===== config.mk =====
export PLATFORM = sky130hd
export DESIGN_NAME = frame_difference_adaptive_threshold_core
export DESIGN_NICKNAME = d
export VERILOG_FILES = /design/src/hdl/fdat_pkg.sv /design/src/hdl/fdat_datapath.sv /design/src/hdl/fdat_ctrl.sv /design/src/hdl/frame_difference_adaptive_threshold_core.sv
export SDC_FILE = /design/constraint.sdc
export NUM_CORES = 2
export LEC_CHECK = 0
export ABC_AREA = 0
export BUFFER_PORTS_ARGS = -buffer_cell sky130_fd_sc_hd__clkbuf_2
export CAP_MARGIN = 15
export CORE_MARGIN = 4
export CORE_UTILIZATION = 46
export DETAILED_ROUTE_END_ITERATION = 6
export GPL_TIMING_DRIVEN = 0
export PLACE_DENSITY = 0.63
export SLEW_MARGIN = 40
export SYNTH_ARGS = -nofsm -noshare
export SYNTH_HDL_FRONTEND = slang
export SYNTH_SLANG_ARGS = --single-unit
export TNS_END_PERCENT = 1

===== constraint.sdc =====
create_clock -name clk -period 7.03 [get_ports clk]
set_input_delay 1.406 -clock clk [delete_from_list [all_inputs] [get_ports clk]]
set_output_delay 1.406 -clock clk [all_outputs]
set_load 0.05 [all_outputs]

===== src/hdl/fdat_pkg.sv =====
// Shared constants, register indexes and control/status types for the frame difference core
package fdat_pkg;

    localparam int MAX_DIMENSION = 4096;

    localparam int PIX_W   = 8;
    localparam int DIM_W   = 13;
    localparam int COUNT_W = $clog2(MAX_DIMENSION);
    localparam int SUM_W   = 32;
    localparam int GAIN_W  = 8;
    localparam int NUM_W   = GAIN_W + SUM_W;
    localparam int DEN_W   = 2 * DIM_W;
    localparam int STEP_W  = $clog2(PIX_W);
    localparam int IDX_W   = 2;

    localparam logic [DIM_W-1:0] FRAME_WIDTH_RST  = DIM_W'(640);
    localparam logic [DIM_W-1:0] FRAME_HEIGHT_RST = DIM_W'(480);
    localparam logic [GAIN_W-1:0] LIGHT_GAIN_RST  = GAIN_W'(1);
    localparam logic [PIX_W-1:0] INIT_THRESH_RST  = PIX_W'(20);
    localparam logic [PIX_W-1:0] PIXEL_MAX        = '1;

    localparam logic [IDX_W-1:0] REG_FRAME_WIDTH       = IDX_W'(0);
    localparam logic [IDX_W-1:0] REG_FRAME_HEIGHT      = IDX_W'(1);
    localparam logic [IDX_W-1:0] REG_LIGHT_GAIN        = IDX_W'(2);
    localparam logic [IDX_W-1:0] REG_INITIAL_THRESHOLD = IDX_W'(3);

    typedef struct packed {
        logic              accept;
        logic              mul;
        logic              check;
        logic              div_step;
        logic [STEP_W-1:0] step;
    } fdat_cmd_t;

    typedef struct packed {
        logic frame_end;
        logic quot_sat;
        logic out_free;
    } fdat_stat_t;

endpackage


===== src/hdl/fdat_datapath.sv =====
// Datapath: config registers, difference/sum/counters, frame-end multiply and bit-serial divide
module fdat_datapath (
    input  logic                          clk,
    input  logic                          rst_n,
    input  logic                          cfg_write,
    input  logic [fdat_pkg::IDX_W-1:0]    cfg_index,
    input  logic [fdat_pkg::DIM_W-1:0]    cfg_data,
    input  logic [fdat_pkg::PIX_W-1:0]    current_pixel,
    input  logic [fdat_pkg::PIX_W-1:0]    previous_pixel,
    input  logic                          out_stall,
    input  fdat_pkg::fdat_cmd_t           cmd,
    output fdat_pkg::fdat_stat_t          stat,
    output logic                          out_valid,
    output logic                          moving,
    output logic                          frame_done,
    output logic [fdat_pkg::PIX_W-1:0]    threshold_now
);

    localparam logic [fdat_pkg::DIM_W:0] MAX_DIM_EXT =
        (fdat_pkg::DIM_W+1)'(fdat_pkg::MAX_DIMENSION);

    logic [fdat_pkg::DIM_W-1:0]   width_reg;
    logic [fdat_pkg::DIM_W-1:0]   height_reg;
    logic [fdat_pkg::GAIN_W-1:0]  gain_reg;
    logic [fdat_pkg::PIX_W-1:0]   threshold_reg;
    logic [fdat_pkg::SUM_W-1:0]   sum_reg;
    logic [fdat_pkg::COUNT_W-1:0] col_reg;
    logic [fdat_pkg::COUNT_W-1:0] row_reg;
    logic [fdat_pkg::NUM_W-1:0]   rem_reg;
    logic [fdat_pkg::DEN_W-1:0]   den_reg;
    logic [fdat_pkg::PIX_W-1:0]   quot_reg;
    logic                         out_valid_reg;
    logic                         moving_reg;
    logic                         frame_done_reg;
    logic [fdat_pkg::PIX_W-1:0]   threshold_now_reg;

    logic [fdat_pkg::DIM_W-1:0]   width_eff;
    logic [fdat_pkg::DIM_W-1:0]   height_eff;
    logic [fdat_pkg::PIX_W-1:0]   diff;
    logic [fdat_pkg::SUM_W:0]     sum_wide;
    logic [fdat_pkg::SUM_W-1:0]   sum_next;
    logic                         line_end;
    logic                         frame_end;
    logic [fdat_pkg::NUM_W-1:0]   trial_den;
    logic                         trial_ok;
    logic [fdat_pkg::PIX_W-1:0]   quot_next;
    logic                         finish;
    logic [fdat_pkg::PIX_W-1:0]   thresh_new;

    always_comb
    begin
        if (width_reg == '0)
            width_eff = fdat_pkg::DIM_W'(1);
        else if ({1'b0, width_reg} > MAX_DIM_EXT)
            width_eff = fdat_pkg::DIM_W'(fdat_pkg::MAX_DIMENSION);
        else
            width_eff = width_reg;

        if (height_reg == '0)
            height_eff = fdat_pkg::DIM_W'(1);
        else if ({1'b0, height_reg} > MAX_DIM_EXT)
            height_eff = fdat_pkg::DIM_W'(fdat_pkg::MAX_DIMENSION);
        else
            height_eff = height_reg;
    end

    assign diff = (current_pixel >= previous_pixel) ? current_pixel - previous_pixel
                                                    : previous_pixel - current_pixel;

    assign sum_wide = {1'b0, sum_reg} + (fdat_pkg::SUM_W+1)'(diff);
    assign sum_next = sum_wide[fdat_pkg::SUM_W] ? '1 : sum_wide[fdat_pkg::SUM_W-1:0];

    assign line_end  = fdat_pkg::DIM_W'(col_reg) >= width_eff - fdat_pkg::DIM_W'(1);
    assign frame_end = line_end && (fdat_pkg::DIM_W'(row_reg) >= height_eff - fdat_pkg::DIM_W'(1));

    // Restoring divide, one quotient bit per step; quotient known to fit PIX_W bits
    assign trial_den = fdat_pkg::NUM_W'(den_reg) << cmd.step;
    assign trial_ok  = rem_reg >= trial_den;
    assign quot_next = quot_reg | (fdat_pkg::PIX_W'(trial_ok) << cmd.step);

    assign stat.frame_end = frame_end;
    assign stat.quot_sat  = rem_reg >= (fdat_pkg::NUM_W'(den_reg) << fdat_pkg::PIX_W);
    assign stat.out_free  = !out_valid_reg || !out_stall;

    assign finish     = (cmd.check && stat.quot_sat) ||
                        (cmd.div_step && (cmd.step == '0));
    assign thresh_new = cmd.check ? fdat_pkg::PIXEL_MAX : quot_next;

    always_ff @(posedge clk or negedge rst_n)
    begin
        if (!rst_n)
        begin
            width_reg     <= fdat_pkg::FRAME_WIDTH_RST;
            height_reg    <= fdat_pkg::FRAME_HEIGHT_RST;
            gain_reg      <= fdat_pkg::LIGHT_GAIN_RST;
            threshold_reg <= fdat_pkg::INIT_THRESH_RST;
            sum_reg       <= '0;
            col_reg       <= '0;
            row_reg       <= '0;
            out_valid_reg <= 1'b0;
        end
        else
        begin
            if (cfg_write)
            begin
                case (cfg_index)
                    fdat_pkg::REG_FRAME_WIDTH:       width_reg     <= cfg_data;
                    fdat_pkg::REG_FRAME_HEIGHT:      height_reg    <= cfg_data;
                    fdat_pkg::REG_LIGHT_GAIN:        gain_reg      <= cfg_data[fdat_pkg::GAIN_W-1:0];
                    fdat_pkg::REG_INITIAL_THRESHOLD: threshold_reg <= cfg_data[fdat_pkg::PIX_W-1:0];
                    default: ;
                endcase
            end

            if (cmd.accept)
            begin
                sum_reg <= sum_next;
                if (line_end)
                begin
                    col_reg <= '0;
                    if (frame_end)
                        row_reg <= '0;
                    else
                        row_reg <= row_reg + fdat_pkg::COUNT_W'(1);
                end
                else
                begin
                    col_reg <= col_reg + fdat_pkg::COUNT_W'(1);
                end
                out_valid_reg <= !frame_end;
            end
            else if (finish)
            begin
                out_valid_reg <= 1'b1;
            end
            else if (out_valid_reg && !out_stall)
            begin
                out_valid_reg <= 1'b0;
            end

            if (cmd.mul)
                sum_reg <= '0;

            if (finish)
                threshold_reg <= thresh_new;
        end
    end

    always_ff @(posedge clk)
    begin
        if (cmd.accept)
        begin
            moving_reg        <= diff > threshold_reg;
            frame_done_reg    <= frame_end;
            threshold_now_reg <= threshold_reg;
        end
        if (finish)
            threshold_now_reg <= thresh_new;
        if (cmd.mul)
        begin
            rem_reg <= fdat_pkg::NUM_W'(gain_reg) * fdat_pkg::NUM_W'(sum_reg);
            den_reg <= fdat_pkg::DEN_W'(width_eff) * fdat_pkg::DEN_W'(height_eff);
        end
        if (cmd.check)
            quot_reg <= '0;
        if (cmd.div_step)
        begin
            quot_reg <= quot_next;
            if (trial_ok)
                rem_reg <= rem_reg - trial_den;
        end
    end

    assign out_valid     = out_valid_reg;
    assign moving        = moving_reg;
    assign frame_done    = frame_done_reg;
    assign threshold_now = threshold_now_reg;

endmodule


===== src/hdl/fdat_ctrl.sv =====
// Controller: pixel acceptance and frame-end threshold sequence
module fdat_ctrl (
    input  logic                 clk,
    input  logic                 rst_n,
    input  logic                 in_valid,
    input  fdat_pkg::fdat_stat_t stat,
    output logic                 in_stall,
    output fdat_pkg::fdat_cmd_t  cmd
);

    typedef enum logic [1:0] {
        S_RUN,
        S_MUL,
        S_CHECK,
        S_DIV
    } state_t;

    state_t                      state_reg;
    logic [fdat_pkg::STEP_W-1:0] step_reg;
    logic                        accept;

    assign in_stall = !((state_reg == S_RUN) && stat.out_free);
    assign accept   = in_valid && !in_stall;

    assign cmd.accept   = accept;
    assign cmd.mul      = state_reg == S_MUL;
    assign cmd.check    = state_reg == S_CHECK;
    assign cmd.div_step = state_reg == S_DIV;
    assign cmd.step     = step_reg;

    always_ff @(posedge clk or negedge rst_n)
    begin
        if (!rst_n)
        begin
            state_reg <= S_RUN;
            step_reg  <= '0;
        end
        else
        begin
            case (state_reg)
                S_RUN:
                begin
                    if (accept && stat.frame_end)
                        state_reg <= S_MUL;
                end
                S_MUL:
                begin
                    state_reg <= S_CHECK;
                end
                S_CHECK:
                begin
                    if (stat.quot_sat)
                        state_reg <= S_RUN;
                    else
                    begin
                        state_reg <= S_DIV;
                        step_reg  <= fdat_pkg::STEP_W'(fdat_pkg::PIX_W - 1);
                    end
                end
                S_DIV:
                begin
                    if (step_reg == '0)
                        state_reg <= S_RUN;
                    else
                        step_reg <= step_reg - fdat_pkg::STEP_W'(1);
                end
                default:
                begin
                    state_reg <= S_RUN;
                end
            endcase
        end
    end

endmodule


===== src/hdl/frame_difference_adaptive_threshold_core.sv =====
// Top level of the frame difference motion mask core with adaptive threshold
//
//  channel  | handshake             | payload
//  ---------+-----------------------+------------------------------------------
//  input    | in_valid / in_stall   | current_pixel, previous_pixel
//  output   | out_valid / out_stall | moving, frame_done, threshold_now
//  config   | cfg_write             | cfg_index, cfg_data
//
// A request is taken every cycle while the output register is free or being emptied.
// The last pixel of a frame adds a multiply step, a saturation check and, unless the
// quotient saturates, eight divide steps of the restoring divider, with the input
// stalled meanwhile. Output stall holds the result register and stalls the input.
// Reset is asynchronous and loads the register defaults.
module frame_difference_adaptive_threshold_core (
    input  logic                          clk,
    input  logic                          rst_n,
    input  logic                          cfg_write,
    input  logic [fdat_pkg::IDX_W-1:0]    cfg_index,
    input  logic [fdat_pkg::DIM_W-1:0]    cfg_data,
    input  logic                          in_valid,
    output logic                          in_stall,
    input  logic [fdat_pkg::PIX_W-1:0]    current_pixel,
    input  logic [fdat_pkg::PIX_W-1:0]    previous_pixel,
    output logic                          out_valid,
    input  logic                          out_stall,
    output logic                          moving,
    output logic                          frame_done,
    output logic [fdat_pkg::PIX_W-1:0]    threshold_now
);

    fdat_pkg::fdat_cmd_t  cmd;
    fdat_pkg::fdat_stat_t stat;

    fdat_ctrl u_ctrl (
        .clk      (clk),
        .rst_n    (rst_n),
        .in_valid (in_valid),
        .stat     (stat),
        .in_stall (in_stall),
        .cmd      (cmd)
    );

    fdat_datapath u_datapath (
        .clk            (clk),
        .rst_n          (rst_n),
        .cfg_write      (cfg_write),
        .cfg_index      (cfg_index),
        .cfg_data       (cfg_data),
        .current_pixel  (current_pixel),
        .previous_pixel (previous_pixel),
        .out_stall      (out_stall),
        .cmd            (cmd),
        .stat           (stat),
        .out_valid      (out_valid),
        .moving         (moving),
        .frame_done     (frame_done),
        .threshold_now  (threshold_now)
    );

    // no request taken while a result sits blocked
    assert property (@(posedge clk) disable iff (!rst_n)
        (in_valid && !in_stall) |-> !(out_valid && out_stall))
        else $error("input request taken while output blocked");

    // frame-end request: result not shown until the threshold is done
    assert property (@(posedge clk) disable iff (!rst_n)
        (in_valid && !in_stall && stat.frame_end) |=> !out_valid)
        else $error("frame-end result shown before threshold update");

    // input stays stalled while the divider runs
    assert property (@(posedge clk) disable iff (!rst_n)
        (cmd.mul || cmd.check || cmd.div_step) |-> in_stall)
        else $error("input open during threshold update");

    // a new result that marks frame end follows a check or divide step of the threshold sequence
    assert property (@(posedge clk) disable iff (!rst_n)
        ($rose(out_valid) && frame_done) |-> $past(cmd.check || cmd.div_step))
        else $error("frame-end result without threshold sequence");

endmodule

Word level (Yosys, flattened, before mapping). Index checks and enable logic that the tools add are counted.

Register bits after elaboration: 188. Output and inout port bits: 12.

Order comparisons: 8. Equal/unequal tests: 10. Multipliers: 2. Bitwise logic cells: 1. Add/sub/neg operators: 9. Reduce and logical (&&, ||, !) cells: 31. Multiplexer cells: 31. Shifts and indexed selects: 2.

Operators by type and width (number): 40-bit two-way mux (3); 32-bit two-way mux (3); 8-bit two-way mux (9); 13-bit two-way mux (4); 40-bit by 34-bit >= comparator with 1-bit output (1); 40-bit >= comparator (1); 8-bit by 32-bit multiplier with 40-bit output (1); 26-bit by 3-bit left shift with 40-bit output (1); 40-bit subtractor (1); 32-bit by 8-bit adder with 33-bit output (1); 12-bit by 13-bit >= comparator with 1-bit output (2); 13-bit > comparator, second input constant (2); 13-bit zero test (2); 13-bit by 13-bit multiplier with 26-bit output (1); 13-bit by 1-bit subtractor with 13-bit output, second input constant (2); 12-bit by 1-bit adder with 12-bit output, second input constant (2); 12-bit two-way mux (2); 8-bit subtractor (2); 2-bit AND reduction (6); 2-bit nonzero test (5); 2-bit == test, second input constant (4); 8-bit >= comparator (1); 8-bit > comparator (1); 2-bit inequality test, second input constant (4); other kinds (16) (33).

Logic depth before layout (Yosys ltp).
Word-level depth: 9. Depth in mapped cells: 27. Depth with buffers taken out: 27.

By module. Synthesis repeated with hierarchy kept, for this count alone.

Cells, all modules: 3127. Area total of the unflattened synthesis: 27092.2 um^2.

Modules (own cells, without submodules): fdat_datapath (cells each 3095, area each 26758.2 um^2, instances 1, seq. area each 4610.7 um^2); fdat_ctrl (cells each 32, area each 334.1 um^2, instances 1, seq. area each 125.1 um^2).

Worst setup path before layout. Ideal clock, no wire load.

Path type: flip-flop to flip-flop. Start: register u_datapath.height_reg[12] in the netlist's numbering. End: register u_datapath.den_reg[25] in the netlist's numbering, data pin. Setup slack: 0.677 ns. Data arrival time: 6.088 ns. Setup time: 0.264 ns. Period minus slack after synthesis: 6.353 ns. Stages on the path, launching flop included: 26. Cell sequence: dfrtp_1 clkbuf_1 clkbuf_1 nand2b_1 clkbuf_1 nor2_1 fa_1 inv_1 fa_1 inv_1 fa_1 fa_1 inv_1 fa_1 inv_1 ha_1 a21o_1 a21o_1 a21oi_1 a2bb2oi_1 o311ai_0 a31oi_1 nor2b_1 o21a_1 o41ai_2 xnor2_1.

Longest elaborated chain between the ends: 4.

Ends and longest elaborated chain: from (decl) (line fdat_datapath.sv:23) `logic [fdat_pkg::DIM_W-1:0] height_reg;`; from (signal assigned) (line fdat_datapath.sv:94) `height_reg <= fdat_pkg::FRAME_HEIGHT_RST;`; from (signal assigned) (line fdat_datapath.sv:108) `fdat_pkg::REG_FRAME_HEIGHT: height_reg <= cfg_data;`; 13-bit > comparator (line fdat_datapath.sv:61) `else if ({1'b0, height_reg} > MAX_DIM_EXT)`; 13-bit two-way mux (line fdat_datapath.sv:61); 13-bit two-way mux * (line fdat_datapath.sv:59) `if (height_reg == '0)`; 13-bit by 13-bit multiplier with 26-bit output * (line fdat_datapath.sv:162) `den_reg <= fdat_pkg::DEN_W'(width_eff) * fdat_pkg::DEN_W'(height_eff);`; to (signal assigned) (line fdat_datapath.sv:162); to (decl) (line fdat_datapath.sv:30) `logic [fdat_pkg::DEN_W-1:0] den_reg;`.

Mark *: on every way between the ends. The rest lies on a longest branch, timed or not. A chain may end at the register's enable or synchronous reset.

Worst setup path after layout. Ends and elaborated chain as after synthesis.

==> flow_summary.yaml <==
run_status:
  status: "completed"
clocking:
  root_buffer: "clkbuf_16"
  clockBufferDepth: 2
  clkTransAtPathRegs_ns: 0.08
  clk_latency_ns: 0.50
  cts.sinks: 188
  cts_tree: "yes"
  cts_max_level: 4
  numCtsBuffers: 17
  cts_hold_buf: 0
detailed_routing:
  first_iter_violations: 1755
  finalWirelength_um: 76900
  wl_per_cell_um: 19.5
  vias: 22319
  vias_per_cell: 5.65
  drc: 0
  drt_pass1_iterations: 6
  antenna_left: 0
yosys:
  syn-num-nets: 3695
  syn_area_per_cell_um2: 8.60
  synth_seq_area_share_pct: 17.7
  ys_ff_latch: 188
  synth_ff_type: "dfrtp_1"
  async_flop_share_pct: 55.3
  syn_inst: 3103
  synth-edff-count: 44
  yosys_warnings: 0
  syn-cell-area_um2: 26700
  synth.distinct_cells: 82
layout:
  post-route-util_pct: 49.7
  n_antenna_cell: 0
  largest_reg_flops: 40
  area_growth_pct: 7.28
  nets: 3764
  post_route_cells_drive_above_1_share_pct: 6.44
worst_setup_path:
  crit_required_ns: 7.25
  reg2reg_from: "u_datapath.height_reg[12]$_DFFE_PN0P_"
  reg2reg_to: "u_datapath.den_reg[25]$_DFFE_PN_"
  r2r_cells: 23
  cp_max_fo: 10
  crit_start: "u_datapath.height_reg[12]$_DFFE_PN0P_"
  start_kind: "flip-flop"
  crit_type: "reg -> reg"
  end_kind: "flip-flop"
  cp.arrival_ns: 6.87
  rrSetupSlack_ns: 0.38
sta:
  max-slew-margin-rel_pct: 43.2
  worst_pin_slew_ns: 0.844
  fin_hold_ws_ns: 0.497
  min_period_ns: 6.65
  fin_crit_sh_pct: 94.6
  rsz0062_at_grt: "no"
  hold_viol: 0
  slew_violations: 0
  setup_viol: 0
  skew_ns: 0.0397
  max_freq_mhz: 150
placed_design:
  place.gp.congestion: 0.957
  dp_hpwl_um: 63200
  port_buffers: 47
pwr:
  p_leak_nw: 14.0
  vdd_drop_max_mv: 1.67
  finalPower_mw: 13.8
  powerDensity_nw_per_um2: 484
hold_path:
  hold_path_class: "reg -> reg"
  holdPathEnd: "u_datapath.threshold_reg[2]$_DFFE_PN1P_"
  min_delay_path_depth: 2
  hold_start: "u_datapath.threshold_reg[2]$_DFFE_PN1P_"
die:
  initial_core_util_pct: 46.3
  die-area_um2: 61900
  die_x_um: 249
  core_um2: 57600
  fp.dieH_um: 249
  pin_count: 48
  core.rowCount: 88
global_route:
  grt_pass1_wl_um: 124000
  grt_overflow: 0
  antenna_found_initial: 4
  grt_max_degree: 55
  grt_pass1_vias: 22898
  grt_use_total_pct: 24.9
job:
  cap_violations: 0
cells by family after synthesis:
logic type / after synthesis / share of synthesized area, %
xor+xnor: 112 / 3.68
mux: 95 / 4.44
simple gates: 1011 / 18.0
buf+inv: 588 / 8.33
compound gates: 553 / 13.2
fa+ha+maj: 556 / 34.6
flops: 188 / 17.7
final cells by class:
type                            count  area, um^2
Sequential cell                   188        4740
Inverter                          441        1660
Clock buffer                       18         439
Fill cell                        5540       29000
Tap cell                          765         957
Buffer                            145         589
Timing Repair Buffer               52         314
Multi-Input combinational cell   2327       19800
Clock inverter                     14         155
repair_timing:
action | CTS | global route
pin swaps | 0 | 1
resized for setup | 7 | 44
setup endpoints to repair | 2 | 7
setup buffers | 0 | 3
worst max-delay path, cell delays in order, from the launching register on:
cell       delay [ns]
dfrtp_2          0.47
buf_2            0.21
nor2b_1          0.25
clkbuf_4         0.30
nand2_1          0.10
fa_1             0.56
fa_1             0.45
fa_1             0.54
inv_1            0.05
fa_1             0.48
inv_1            0.06
fa_1             0.52
inv_1            0.04
ha_1             0.36
a21o_1           0.21
a21o_1           0.17
a21oi_1          0.25
a2bb2oi_1        0.24
o311ai_0         0.20
a31oi_1          0.29
nor2b_1          0.08
o21a_1           0.20
o41ai_2          0.24
xnor2_1          0.12
routing by layer:
metal / vias to the layer above / track usage, % / routed length [um]
met5: - / 0 / 11
met4: 2 / 6.75 / 1910
met3: 111 / 3.71 / 5170
met2: 737 / 40.7 / 35500
met1: 11047 / 34.8 / 34200
li1: 10422 / - / -
power breakdown:
group / leakage [nW] / total, mW / switching, mW / internal, mW
Clock: 0.298 / 1.03 / 0.518 / 0.514
Sequential: 2.03 / 1.74 / 0.321 / 1.42
Combinational: 11.7 / 11.1 / 6.59 / 4.49
Total: 14.0 / 13.8 / 7.43 / 6.42
Yosys cell counts (40+ instances only):
cell / n / area share (%)
a21oi_1: 177 / 3.3
nor2_1: 212 / 3.0
fa_1: 305 / 23
nor2b_1: 50 / 1.2
ha_1: 251 / 12
and2_1: 121 / 2.8
nand3_1: 45 / 0.84
nand2b_1: 49 / 1.1
clkbuf_1: 127 / 1.8
inv_1: 437 / 6.1
mux2i_1: 42 / 1.6
nor3_1: 44 / 0.83
a21o_1: 56 / 1.6
o21ai_0: 105 / 2.0
nand2_1: 378 / 5.3
dfxtp_1: 40 / 3.0
xnor2_1: 77 / 2.5
edfxtp_1: 44 / 5.0
dfrtp_1: 95 / 8.9
cell usage in the layout, fill, tap and decap left out, types with 30 or more instances in the layout:
master,synthesis,routed
xnor2_1,77,77
nor2b_1,50,44
clkbuf_1,127,110
nand3_1,45,45
clkbuf_2,1,56
nand4_1,30,30
o21ai_0,105,105
a21o_1,56,56
a31oi_1,37,37
nor3_1,44,44
a21oi_1,177,177
ha_1,251,251
and2_1,121,121
nor2_1,212,211
a211oi_1,34,34
edfxtp_1,44,44
inv_1,437,437
nand2b_1,49,45
dfrtp_1,95,93
mux2_2,38,38
nand2_1,378,378
mux2i_1,42,42
dfxtp_1,40,40
fa_1,305,305
xor2_1,35,35
worst max path at each step:
stage | cells after the start | end
2_1_floorplan | 25 | u_datapath.den_reg[25]$_DFFE_PN_
3_3_place_gp | 24 | u_datapath.den_reg[25]$_DFFE_PN_
3_5_place_dp | 23 | u_datapath.den_reg[25]$_DFFE_PN_
4_1_cts | 24 | u_datapath.den_reg[25]$_DFFE_PN_
5_1_grt | 23 | u_datapath.den_reg[25]$_DFFE_PN_
6_report | 23 | u_datapath.den_reg[25]$_DFFE_PN_
metrics by stage:
step	setup TNS [ns]	cell area [um^2]	setup WS, ns	std cells
after floorplan	0	26700	0.677	3103
after detailed placement	-0.148	27900	-0.148	3917
after CTS	0	28500	0.00646	3948
final	0	28600	0.379	3950
after global routing	0	28600	0.00141	3950
after global placement	-0.0496	27900	-0.0496	3915
(Power assumes the default switching activity.)
